`src/rtl/core/pbc_pkg.sv`:
```
// Package: shared types, constants and arithmetic helpers for bbox centring
`timescale 1ns / 1ps
package pbc_pkg;

   localparam int COORD_W        = 8;
   localparam int WORD_W         = 2 * COORD_W;
   localparam int MAX_POINTS_DEF = 64;

   localparam logic [COORD_W-1:0] COORD_MAX = 8'd255;
   localparam logic [COORD_W-1:0] COORD_MIN = 8'd0;
   localparam logic signed [COORD_W:0] CENTRE = 9'sd128;

   typedef logic [COORD_W-1:0]        coord_type;
   typedef logic signed [COORD_W:0]   offset_type;
   typedef logic signed [COORD_W+1:0] shifted_type;

   typedef struct packed {
      logic upd;
      logic clr;
   } bbox_ctrl_type;

   typedef struct packed {
      offset_type off_x;
      offset_type off_y;
   } bbox_off_type;

   typedef struct packed {
      coord_type x;
      coord_type y;
      logic      last;
   } rsp_word_type;

   // 128 minus floored midpoint of [lo, hi]
   function automatic offset_type axis_offset(input coord_type lo, input coord_type hi);
      logic [COORD_W:0]   sum;
      logic [COORD_W-1:0] mid;
      sum = {1'b0, lo} + {1'b0, hi};
      mid = sum[COORD_W:1];
      return CENTRE - $signed({1'b0, mid});
   endfunction

   function automatic coord_type shift_clamp(input coord_type p, input offset_type off);
      shifted_type s;
      s = $signed({2'b00, p}) + $signed({off[COORD_W], off});
      if (s < 0) begin
         return COORD_MIN;
      end else if (s > $signed({2'b00, COORD_MAX})) begin
         return COORD_MAX;
      end else begin
         return s[COORD_W-1:0];
      end
   endfunction

endpackage

```
`src/rtl/core/pbc_ram.sv`:
```
// Generic single-port-write, single-port-read RAM with registered read
`timescale 1ns / 1ps
module pbc_ram #(
   parameter int WIDTH  = 16,
   parameter int DEPTH  = 64,
   parameter int ADDR_W = (DEPTH > 1) ? $clog2(DEPTH) : 1
) (
   input  logic              clock,
   input  logic              wr_en,
   input  logic [ADDR_W-1:0] wr_addr,
   input  logic [WIDTH-1:0]  wr_data,
   input  logic              rd_en,
   input  logic [ADDR_W-1:0] rd_addr,
   output logic [WIDTH-1:0]  rd_data
);

   logic [WIDTH-1:0] mem_ff [DEPTH];
   logic [WIDTH-1:0] rd_data_ff;

   always_ff @(posedge clock) begin
      if (wr_en) begin
         mem_ff[wr_addr] <= wr_data;
      end
      if (rd_en) begin
         rd_data_ff <= mem_ff[rd_addr];
      end
   end

   assign rd_data = rd_data_ff;

endmodule

```
`src/rtl/core/pbc_bbox.sv`:
```
// Bounding-box tracker: running min/max per axis and centring offsets
`timescale 1ns / 1ps
module pbc_bbox (
   input  logic                  clock,
   input  logic                  reset,
   input  pbc_pkg::bbox_ctrl_type ctrl,
   input  pbc_pkg::coord_type    px,
   input  pbc_pkg::coord_type    py,
   output pbc_pkg::bbox_off_type offs
);
   import pbc_pkg::*;

   coord_type min_x_ff, max_x_ff, min_y_ff, max_y_ff;
   coord_type min_x_in, max_x_in, min_y_in, max_y_in;

   always_comb begin
      min_x_in = min_x_ff;
      max_x_in = max_x_ff;
      min_y_in = min_y_ff;
      max_y_in = max_y_ff;
      if (ctrl.clr) begin
         min_x_in = COORD_MAX;
         max_x_in = COORD_MIN;
         min_y_in = COORD_MAX;
         max_y_in = COORD_MIN;
      end else if (ctrl.upd) begin
         if (px < min_x_ff) min_x_in = px;
         if (px > max_x_ff) max_x_in = px;
         if (py < min_y_ff) min_y_in = py;
         if (py > max_y_ff) max_y_in = py;
      end
   end

   always_ff @(posedge clock) begin
      if (reset) begin
         min_x_ff <= COORD_MAX;
         max_x_ff <= COORD_MIN;
         min_y_ff <= COORD_MAX;
         max_y_ff <= COORD_MIN;
      end else begin
         min_x_ff <= min_x_in;
         max_x_ff <= max_x_in;
         min_y_ff <= min_y_in;
         max_y_ff <= max_y_in;
      end
   end

   assign offs.off_x = axis_offset(min_x_ff, max_x_ff);
   assign offs.off_y = axis_offset(min_y_ff, max_y_ff);

endmodule

```
`src/rtl/core/point_set_bbox_centring.sv`:
```
// Top level: point-set bounding-box centring, store then replay
//
//   channel | dir | ports                                   | word
//   req     | in  | req_valid req_stall req_point_x/y/is_last | one point
//   rsp     | out | rsp_valid rsp_stall rsp_out_x/y/out_last  | one centred point
//
// Load: one point per cycle into the point RAM, bbox updated alongside.
// After the last point: the ST_CALC state latches the offsets, then replay at
// one word per cycle while rsp_stall allows, paced by the registered RAM read.
// req_stall is high from the cycle after the last point until the replay is done.
// Two-entry output queue absorbs rsp_stall without losing a RAM read.
// Synchronous reset; the RAM needs no clearing, only counted entries are read.
`timescale 1ns / 1ps
module point_set_bbox_centring #(
   parameter int MAX_POINTS = pbc_pkg::MAX_POINTS_DEF
) (
   input  logic               clock,
   input  logic               reset,
   input  logic               req_valid,
   output logic               req_stall,
   input  pbc_pkg::coord_type req_point_x,
   input  pbc_pkg::coord_type req_point_y,
   input  logic               req_is_last,
   output logic               rsp_valid,
   input  logic               rsp_stall,
   output pbc_pkg::coord_type rsp_out_x,
   output pbc_pkg::coord_type rsp_out_y,
   output logic               rsp_out_last
);
   import pbc_pkg::*;

   localparam int CNT_W  = $clog2(MAX_POINTS + 1);
   localparam int ADDR_W = (MAX_POINTS > 1) ? $clog2(MAX_POINTS) : 1;

   localparam logic [1:0] ST_LOAD = 2'd0;
   localparam logic [1:0] ST_CALC = 2'd1;
   localparam logic [1:0] ST_EMIT = 2'd2;

   logic [1:0]       state_ff, state_in;
   logic [CNT_W-1:0] count_ff, count_in;
   logic [CNT_W-1:0] rd_idx_ff, rd_idx_in;
   logic             rd_pend_ff, rd_pend_in;
   logic             pend_last_ff, pend_last_in;
   logic [1:0]       occ_ff, occ_in;
   offset_type       off_x_ff, off_x_in, off_y_ff, off_y_in;
   rsp_word_type     q0_ff, q0_in, q1_ff, q1_in;

   logic             req_acc, store_en, pop, issue, done;
   logic [1:0]       occ_nxt, pos;
   logic [WORD_W-1:0] rd_data;
   rsp_word_type     arr;
   bbox_ctrl_type    bctrl;
   bbox_off_type     offs;

   assign req_stall = (state_ff != ST_LOAD);
   assign req_acc   = req_valid & ~req_stall;
   assign store_en  = req_acc & (count_ff < CNT_W'(MAX_POINTS));

   assign rsp_valid = (occ_ff != 2'd0);
   assign pop       = rsp_valid & ~rsp_stall;
   assign occ_nxt   = occ_ff + {1'b0, rd_pend_ff} - {1'b0, pop};
   assign issue     = (state_ff == ST_EMIT) && (rd_idx_ff < count_ff) && (occ_nxt < 2'd2);
   assign done      = (state_ff == ST_EMIT) && (rd_idx_ff == count_ff) && !rd_pend_ff
                      && (occ_ff == 2'd0);

   assign bctrl.upd = store_en;
   assign bctrl.clr = (state_ff == ST_CALC);

   pbc_bbox u_bbox (
      .clock (clock),
      .reset (reset),
      .ctrl  (bctrl),
      .px    (req_point_x),
      .py    (req_point_y),
      .offs  (offs)
   );

   pbc_ram #(
      .WIDTH  (WORD_W),
      .DEPTH  (MAX_POINTS),
      .ADDR_W (ADDR_W)
   ) u_store (
      .clock   (clock),
      .wr_en   (store_en),
      .wr_addr (count_ff[ADDR_W-1:0]),
      .wr_data ({req_point_y, req_point_x}),
      .rd_en   (issue),
      .rd_addr (rd_idx_ff[ADDR_W-1:0]),
      .rd_data (rd_data)
   );

   assign arr.x    = shift_clamp(rd_data[COORD_W-1:0], off_x_ff);
   assign arr.y    = shift_clamp(rd_data[WORD_W-1:COORD_W], off_y_ff);
   assign arr.last = pend_last_ff;

   always_comb begin
      state_in     = state_ff;
      count_in     = count_ff;
      rd_idx_in    = rd_idx_ff;
      off_x_in     = off_x_ff;
      off_y_in     = off_y_ff;
      rd_pend_in   = issue;
      pend_last_in = (rd_idx_ff == count_ff - CNT_W'(1));
      if (store_en) begin
         count_in = count_ff + CNT_W'(1);
      end
      case (state_ff)
         ST_LOAD: begin
            if (req_acc && req_is_last) state_in = ST_CALC;
         end
         ST_CALC: begin
            off_x_in  = offs.off_x;
            off_y_in  = offs.off_y;
            rd_idx_in = '0;
            state_in  = ST_EMIT;
         end
         ST_EMIT: begin
            if (issue) rd_idx_in = rd_idx_ff + CNT_W'(1);
            if (done) begin
               state_in  = ST_LOAD;
               count_in  = '0;
               rd_idx_in = '0;
            end
         end
         default: begin
            state_in = ST_LOAD;
         end
      endcase
   end

   // output queue: q0 is the head shown on rsp_*
   always_comb begin
      q0_in  = q0_ff;
      q1_in  = q1_ff;
      occ_in = occ_nxt;
      pos    = occ_ff - {1'b0, pop};
      if (pop) q0_in = q1_ff;
      if (rd_pend_ff) begin
         if (pos == 2'd0) begin
            q0_in = arr;
         end else begin
            q1_in = arr;
         end
      end
   end

   always_ff @(posedge clock) begin
      if (reset) begin
         state_ff   <= ST_LOAD;
         count_ff   <= '0;
         rd_idx_ff  <= '0;
         rd_pend_ff <= 1'b0;
         occ_ff     <= '0;
      end else begin
         state_ff   <= state_in;
         count_ff   <= count_in;
         rd_idx_ff  <= rd_idx_in;
         rd_pend_ff <= rd_pend_in;
         occ_ff     <= occ_in;
      end
   end

   always_ff @(posedge clock) begin
      pend_last_ff <= pend_last_in;
      off_x_ff     <= off_x_in;
      off_y_ff     <= off_y_in;
      q0_ff        <= q0_in;
      q1_ff        <= q1_in;
   end

   assign rsp_out_x    = q0_ff.x;
   assign rsp_out_y    = q0_ff.y;
   assign rsp_out_last = q0_ff.last;

   a_queue_room: assert property (@(posedge clock) disable iff (reset)
      (rd_pend_ff && occ_ff == 2'd2) |-> pop)
      else $error("read data arrives with output queue full");

   a_load_empty: assert property (@(posedge clock) disable iff (reset)
      (state_ff == ST_LOAD) |-> (occ_ff == 2'd0 && !rd_pend_ff))
      else $error("output words pending while loading");

   a_count_cap: assert property (@(posedge clock) disable iff (reset)
      count_ff <= CNT_W'(MAX_POINTS))
      else $error("point count beyond store depth");

   a_emit_nonempty: assert property (@(posedge clock) disable iff (reset)
      (state_ff == ST_CALC) |-> (count_ff != '0))
      else $error("empty set reached offset stage");

endmodule

```
`config.mk`:
```
export PLATFORM = sky130hd
export DESIGN_NAME = point_set_bbox_centring
export DESIGN_NICKNAME = d
export VERILOG_FILES = /design/src/rtl/core/pbc_pkg.sv /design/src/rtl/core/pbc_ram.sv /design/src/rtl/core/pbc_bbox.sv /design/src/rtl/core/point_set_bbox_centring.sv
export SDC_FILE = /design/constraint.sdc
export NUM_CORES = 1
export LEC_CHECK = 0
export ABC_AREA = 1
export BUFFER_PORTS_ARGS = -buffer_cell sky130_fd_sc_hd__buf_4
export CAP_MARGIN = 0
export CORE_MARGIN = 2
export CORE_UTILIZATION = 55
export CTS_BUF_LIST = sky130_fd_sc_hd__clkbuf_2 sky130_fd_sc_hd__clkbuf_4 sky130_fd_sc_hd__clkbuf_8
export DETAILED_ROUTE_END_ITERATION = 16
export PLACE_DENSITY = 0.71
export SLEW_MARGIN = 5
export SYNTH_ARGS = -nofsm -noshare
export SYNTH_HDL_FRONTEND = slang
export SYNTH_SLANG_ARGS = --single-unit
export TNS_END_PERCENT = 1
```
`constraint.sdc`:
```
create_clock -name clock -period 3.5 [get_ports clock]
set_input_delay 0.35 -clock clock [delete_from_list [all_inputs] [get_ports clock]]
set_output_delay 0.35 -clock clock [all_outputs]
set_load 0.005 [all_outputs]
```
==> Word level (Yosys, flattened, before mapping) <==
Memory sizes are Yosys's and may differ from the RTL's. A register that Yosys moved wholly into a read port is not among the register bits.
Index checks and enable logic that the tools add are counted.
Widths: inputs -> output; s select.
{ "classes": {"n_addsub": 12, "n_mul": 0, "n_div": 0, "magnitude_cmp": 11, "eq_ne": 7, "shift": 0, "muxes": 18, "bitwise": 6, "reduce_logical": 21} }
{ "ops": {"columns": ["operator", "n"], "rows": [
  ["$mux 17", 3],
  ["$mux 7", 5],
  ["$mux 8", 4],
  ["$add 9x9->10", 2],
  ["$gt 10x9->1 const B", 2],
  ["$lt 10x1->1 const B", 2],
  ["$add 8x8->9", 2],
  ["$sub 8x8->9 const A", 2],
  ["$gt 8x8->1", 2],
  ["$lt 8x8->1", 2],
  ["$add 7x1->7 const B", 2],
  ["$eq 7x7->1", 2],
  ["$pmux 7 s2", 1],
  ["$reduce_and 2->1", 7],
  ["$lt 7x7->1", 1],
  ["$lt 7x7->1 const B", 1],
  ["$sub 7x1->7 const B", 1],
  ["$logic_and 1x1->1", 6],
  ["$logic_not 2->1", 3],
  ["$pmux 2 s3", 1],
  ["$reduce_bool 2->1", 3],
  ["$mux 2", 2],
  ["$ne 2x2->1 const B", 2],
  ["$sub 2x1->2", 2],
  ["other kinds (10)", 15]
]} }
{ "totals": {"ff_bits": 104, "latch_bits": 0, "ramBits": 1024, "rom_bits": 0, "in_bits": 21, "output_inout_bits": 19, "elab_cells": 94, "mem_count": 1} }
{ "mem_list": {"columns": ["memory", "words", "width", "read_ports", "rd_clocked_by_memory_dff", "write_ports", "line_no", "source"], "rows": [
  ["u_store.mem_ff", 64, 16, 1, 1, 1, "pbc_ram.sv:17", "logic [WIDTH-1:0] mem_ff [DEPTH];"]
]} }

==> Logic depth before layout (Yosys ltp) <==
{ "depth": {"depth_word": 8, "ltp_mapped": 16, "mapped_depth_nobuf": 15} }

==> Hierarchy <==
Synthesis repeated with hierarchy kept, for this count alone.
{ "hier_totals": {"cells_unflattened": 4525, "hier_area_um2": 49538.8} }
{ "modules_own_cells": {"columns": ["mod", "n_inst", "cells_each", "area_each_um2", "seq_area_each_um2"], "rows": [
  ["pbc_ram", 1, 3517, 42259.3, 31230.0],
  ["point_set_bbox_centring", 1, 490, 4052.6, 1791.7],
  ["pbc_bbox", 1, 518, 3226.8, 640.6]
]} }

==> Worst setup path before layout <==
No wires, ideal clock.
{ "synth_timing": {"kind": "register to register", "from": "register occ_ff[1]", "to": "register u_store.rd_data_ff[0] (netlist: u_store.rd_data[0]), read port of u_store.mem_ff, enable pin", "setup_ns": 0.371, "arrival_ns": 2.216, "required_time_ns": 3.129, "slack_ns": 0.913, "stages_incl_launch_ff": 13, "synth_period_minus_slack_ns": 2.587, "path_cell_list": "dfxtp_1 inv_1 nand2_1 inv_1 nor2_2 buf_2 ha_1 inv_1 ha_1 nand2_1 nand2_1 nand3_1 inv_1"} }
{ "synth_between": {"elab_chain_len": 5} }
{ "synth_rtl": {"columns": ["item", "line_no", "source"], "rows": [
  ["from (decl)", "point_set_bbox_centring.sv:44", "logic [1:0] occ_ff, occ_in;"],
  ["from (signal assigned)", "point_set_bbox_centring.sv:159", "occ_ff <= occ_in;"],
  ["$reduce_bool 2->1", "point_set_bbox_centring.sv:59", "assign rsp_valid = (occ_ff != 2'd0);"],
  ["named net rsp_valid", "point_set_bbox_centring.sv:24", "output logic rsp_valid,"],
  ["$and 1x1->1", "point_set_bbox_centring.sv:60", "assign pop = rsp_valid & ~rsp_stall;"],
  ["$sub 2x1->2", "point_set_bbox_centring.sv:61", "assign occ_nxt = occ_ff + {1'b0, rd_pend_ff} - {1'b0, pop};"],
  ["$lt 2x2->1", "point_set_bbox_centring.sv:62", "assign issue = (state_ff == ST_EMIT) && (rd_idx_ff < count_ff) && (occ_nxt < 2'd2);"],
  ["$logic_and 1x1->1", "point_set_bbox_centring.sv:62", null],
  ["named net issue", "point_set_bbox_centring.sv:48", "logic req_acc, store_en, pop, issue, done;"],
  ["to (decl)", "pbc_ram.sv:18", "logic [WIDTH-1:0] rd_data_ff;"]
]} }
The timed path passes the listed nets, and every way through them passes these cells.
A chain may end at the register's enable or synchronous reset.

==> Worst setup path in the final report <==
{ "layout_timing": {"from": "register rd_idx_ff[5]", "to": "register u_store.rd_data_ff[5] (netlist: u_store.rd_data[5]), read port of u_store.mem_ff, data pin"} }
{ "layout_between": {"elab_chain_len": 3} }
{ "layout_rtl": {"columns": ["item", "line_no", "source"], "rows": [
  ["from (decl)", "point_set_bbox_centring.sv:41", "logic [CNT_W-1:0] rd_idx_ff, rd_idx_in;"],
  ["from (signal assigned)", "point_set_bbox_centring.sv:157", "rd_idx_ff <= rd_idx_in;"],
  ["$lt 7x7->1", "point_set_bbox_centring.sv:62", null],
  ["$logic_and 1x1->1 (2 in series)", "point_set_bbox_centring.sv:62", null]
]} }
Several ways; a longest one is shown, not always the timed one.

==> flow_summary.toml <==
[global_route]
grt_pass1_vias = 32500
antenna_found_initial = 8
grt_pass1_wl_um = 198000
grt_max_degree = 191
overflow = 0
grtUsageTotal_pct = 29.0

[worst_setup_path]
crit_buf_inv = 3
path_delay_family = "simple AND/OR/NAND/NOR gates"
required_ns = 4.17
crit_path_cell_trace = "clkinv_1 > buf_4 > nor2_1 > nand2_1 > nand2_1 > clkinv_1 > nand2_1"
cp.arrival_ns = 3.74
cp-startpoint = "rd_idx_ff[5]"
r2r-end = "u_store.rd_data[5]"
path_max_fanout = 17
cp_slowest_cell = "nor2_1"
r2r_start = "rd_idx_ff[5]"
worst_setup_path_start_kind = "flop"
critPathMostFrequentCell = "nand2_1"
slowest_delay_ns = 0.96
path_class = "reg2reg"
r2r_setup_slack_ns = 0.43
cp.depth = 7
crit_path_end = "u_store.rd_data[5]"
cp-end-kind = "flop"
ff2ff_path_depth = 7

[placed_design]
place_congestion = 0.924
dp_hpwl_um = 78200
io_buffers = 39
dpl-instance-area_sq_um = 51000
dp_slack_ns = 0.634
place_inst = 5634

[sta]
setup_viol = 0
setup_slack_ns = 0.434
tightest_slew_ns = 1.33
maxSlewHeadroom_pct = 11.1
max_freq_mhz = 326
fin_skew_ns = 0.0249
drv_slew = 0
fin_crit_sh_pct = 87.6
period_needed_ns = 3.07
tns_ns = 0
rsz0062_at_grt = "false"
timing.final.hold_violations = 0

[power_and_ir_drop]
ir_worst_vdd_uv = 517
p_comb_share_pct = 8.7
swShare_pct = 24.1
p_clk_share_pct = 38.1
sequentialPowerShare_pct = 53.3
internal-power_mw = 21.9
power_mw = 28.9
netSwitchingPower_mw = 6.97
power.leakage_nw = 20.5
power_density_nw_per_um2 = 528

[cells_and_area]
layout-drive-gt1-share_pct = 10.4
fin_nets = 4765
seqCellArea_sq_um = 33700
fillerInstances = 6889
multi_input_area_sq_um = 13400
stdcell_count = 5968
area_growth_pct = 11.0
final_cell_area_sq_um = 54700

[floorplanning]
die_x_um = 303
dieArea_sq_um = 92000
initial_core_util_pct = 55.7
core_area_sq_um = 88500
die_h_um = 303
row_count = 109
ioPinCount = 40

[clock_tree]
cts_made_buffers = 179
cts_max_level = 4
clkSinkCount = 1144
clockBufferDepth = 3
cts_tree = "built"
post-cts-setup-buffer-count = 0
clkLatencyLatePin_ns = 0.84
cts.clk_slew.worst_paths_ns = 0.06
ctsResizeCount = 0
clock-root-buffer = "clkbuf_8"

[detailed_routing]
vias = 34400
avgRoutedWirePerCell_um = 22.2
drc = 0
first_pass_iters = 7
wirelength_um = 133000
detail-route-antenna-nets = 0
drtIter0Drc = 4638
viasPerCell = 5.77

[synthesis]
synth.top_cell.area_share_pct = 65.5
synthTopCellsByArea = "edfxtp_1 (66%), nor2_1 (7.7%), nand2_1 (5.5%), o21ai_0 (4.8%), dfxtp_1 (2.8%)"
yosysUniqueCellTypes = 41
synth_common_cells = "edfxtp_1 (1075), nor2_1 (1005), nand2_1 (719)"
synth_warnings = 0
yosysTopAreaCell = "edfxtp_1"
yosysSeqAreaShare_pct = 68.3
synth_seq_cells = 1144
async_reset_ff_share_pct = 0
netlist_area_sq_um = 49300
synth_edf_count = 1075
yosysMostFrequentCell = "edfxtp_1"
synth_flop_cell = "edfxtp_1"
syn_avg_cell_area_sq_um = 10.9
synth_nets = 4615
syn-instance-count = 4516

[worst_hold_path]
min_path_cells = 2
hold_path.class = "in2reg"

[job]
cap_violations = 0

[run_status]
outcome = "finished, final reports clean"
[sequential cells by signal, indices dropped and copies added, names as in the netlist]
| name | count |
|---|---|
| rsp_out_last | 1 |
| off_x_ff | 9 |
| rd_idx_ff | 7 |
| u_bbox.min_y_ff | 8 |
| pend_last_ff | 1 |
| occ_ff | 2 |
| off_y_ff | 9 |
| rd_pend_ff | 1 |
| u_bbox.max_x_ff | 8 |
| count_ff | 7 |
| u_bbox.max_y_ff | 8 |
| rsp_out_y | 8 |
| u_store.mem_ff | 1024 |
| q1_ff | 17 |
| state_ff | 2 |
| u_bbox.min_x_ff | 8 |
| u_store.rd_data | 16 |
| rsp_out_x | 8 |
[worst reg2reg max path: stages (launching register included)]
cell	delay, ns
dfxtp_1	0.87
clkinv_1	0.16
buf_4	0.27
nor2_1	0.97
nand2_1	0.16
nand2_1	0.11
clkinv_1	0.24
nand2_1	0.15
[how the worst min path moves through the flow]
stage / slack (ns) / startpoint / to
2_1_floorplan: 0.41 / pend_last_ff / q1_ff[0]
3_3_place_gp: 0.47 / rsp_out_last / rsp_out_last
3_5_place_dp: 0.48 / u_bbox.min_x_ff[0] / u_bbox.min_x_ff[0]
4_1_cts: 0.17 / req_point_y[0] / u_store.mem_ff[41][8]
5_1_grt: 0.22 / req_point_y[0] / u_store.mem_ff[41][8]
6_report: 0.24 / req_point_y[0] / u_store.mem_ff[41][8]
[repair_timing]
item	CTS	global route
hold buffers	16	0
endpoints found under the hold margin	104	0
endpoints found under the setup margin	0	0
[cell usage in the layout, fill, tap and decap left out, types with 6 or more instances in the layout]
cell and n:
nand3_1 258, or2_2 9, o211ai_1 75, ha_1 74, nor3_1 6, clkinv_1 45
nand3b_1 13, nor2_1 1003, dlygate4sd3_1 16, inv_1 236, a21oi_1 95, clkbuf_4 67
buf_12 13, o21ai_1 45, edfxtp_1 1075, o21ai_0 474, clkinv_2 15, nand4_1 34
xor2_1 22, buf_4 171, clkbuf_8 184, nand2_1 719, inv_8 6, inv_2 9
dfxtp_1 66, xnor2_1 8, a31oi_1 15
[routing by layer]
layer	global-route usage (%)	vias to the layer above	wire, um
met2	44.9	1840	60800
met1	40.4	16400	52500
met3	6.03	281	14200
li1	-	15900	-
met4	11.9	8	5010
met5	0	-	61
[final cells by class]
cell class	count	share of cell area (%)
flip-flops and latches	1144	61.6
multi-input cells	2884	24.5
clock buffers	251	5.55
repair buffers	200	3.12
well taps	1165	2.67
inverters	257	1.80
clock inverters	66	0.783
diodes	1	0.00458
[logic make-up (layout without fill, tap and decap cells)]
family,Yosys count,count (layout),share of synthesized area [%]
compound gates,720,720,7.82
xor+xnor,30,30,0.533
fa+ha+maj,78,78,2.04
buf+inv,488,774,4.53
flops,1144,1144,68.3
other cells,0,1,0
simple gates,2056,2056,16.7
[power by group through the flow]
stage	sequential, mW	combinational, mW	clock [mW]
after floorplan	15.6	1.55	0
after global placement	15.7	2.40	0
after detailed placement	15.7	2.46	0
after CTS	15.4	2.48	11.1
after global routing	15.4	2.81	11.7
final	15.4	2.50	11.0
[through the flow]
step                      hold WS, ns  utilization (%)
after floorplan                 0.409                -
after global placement          0.471             57.7
after detailed placement        0.475             57.7
after CTS                       0.170             61.8
after global routing            0.224             61.8
final                           0.240             61.8
Power figures use the tool's default switching activity.
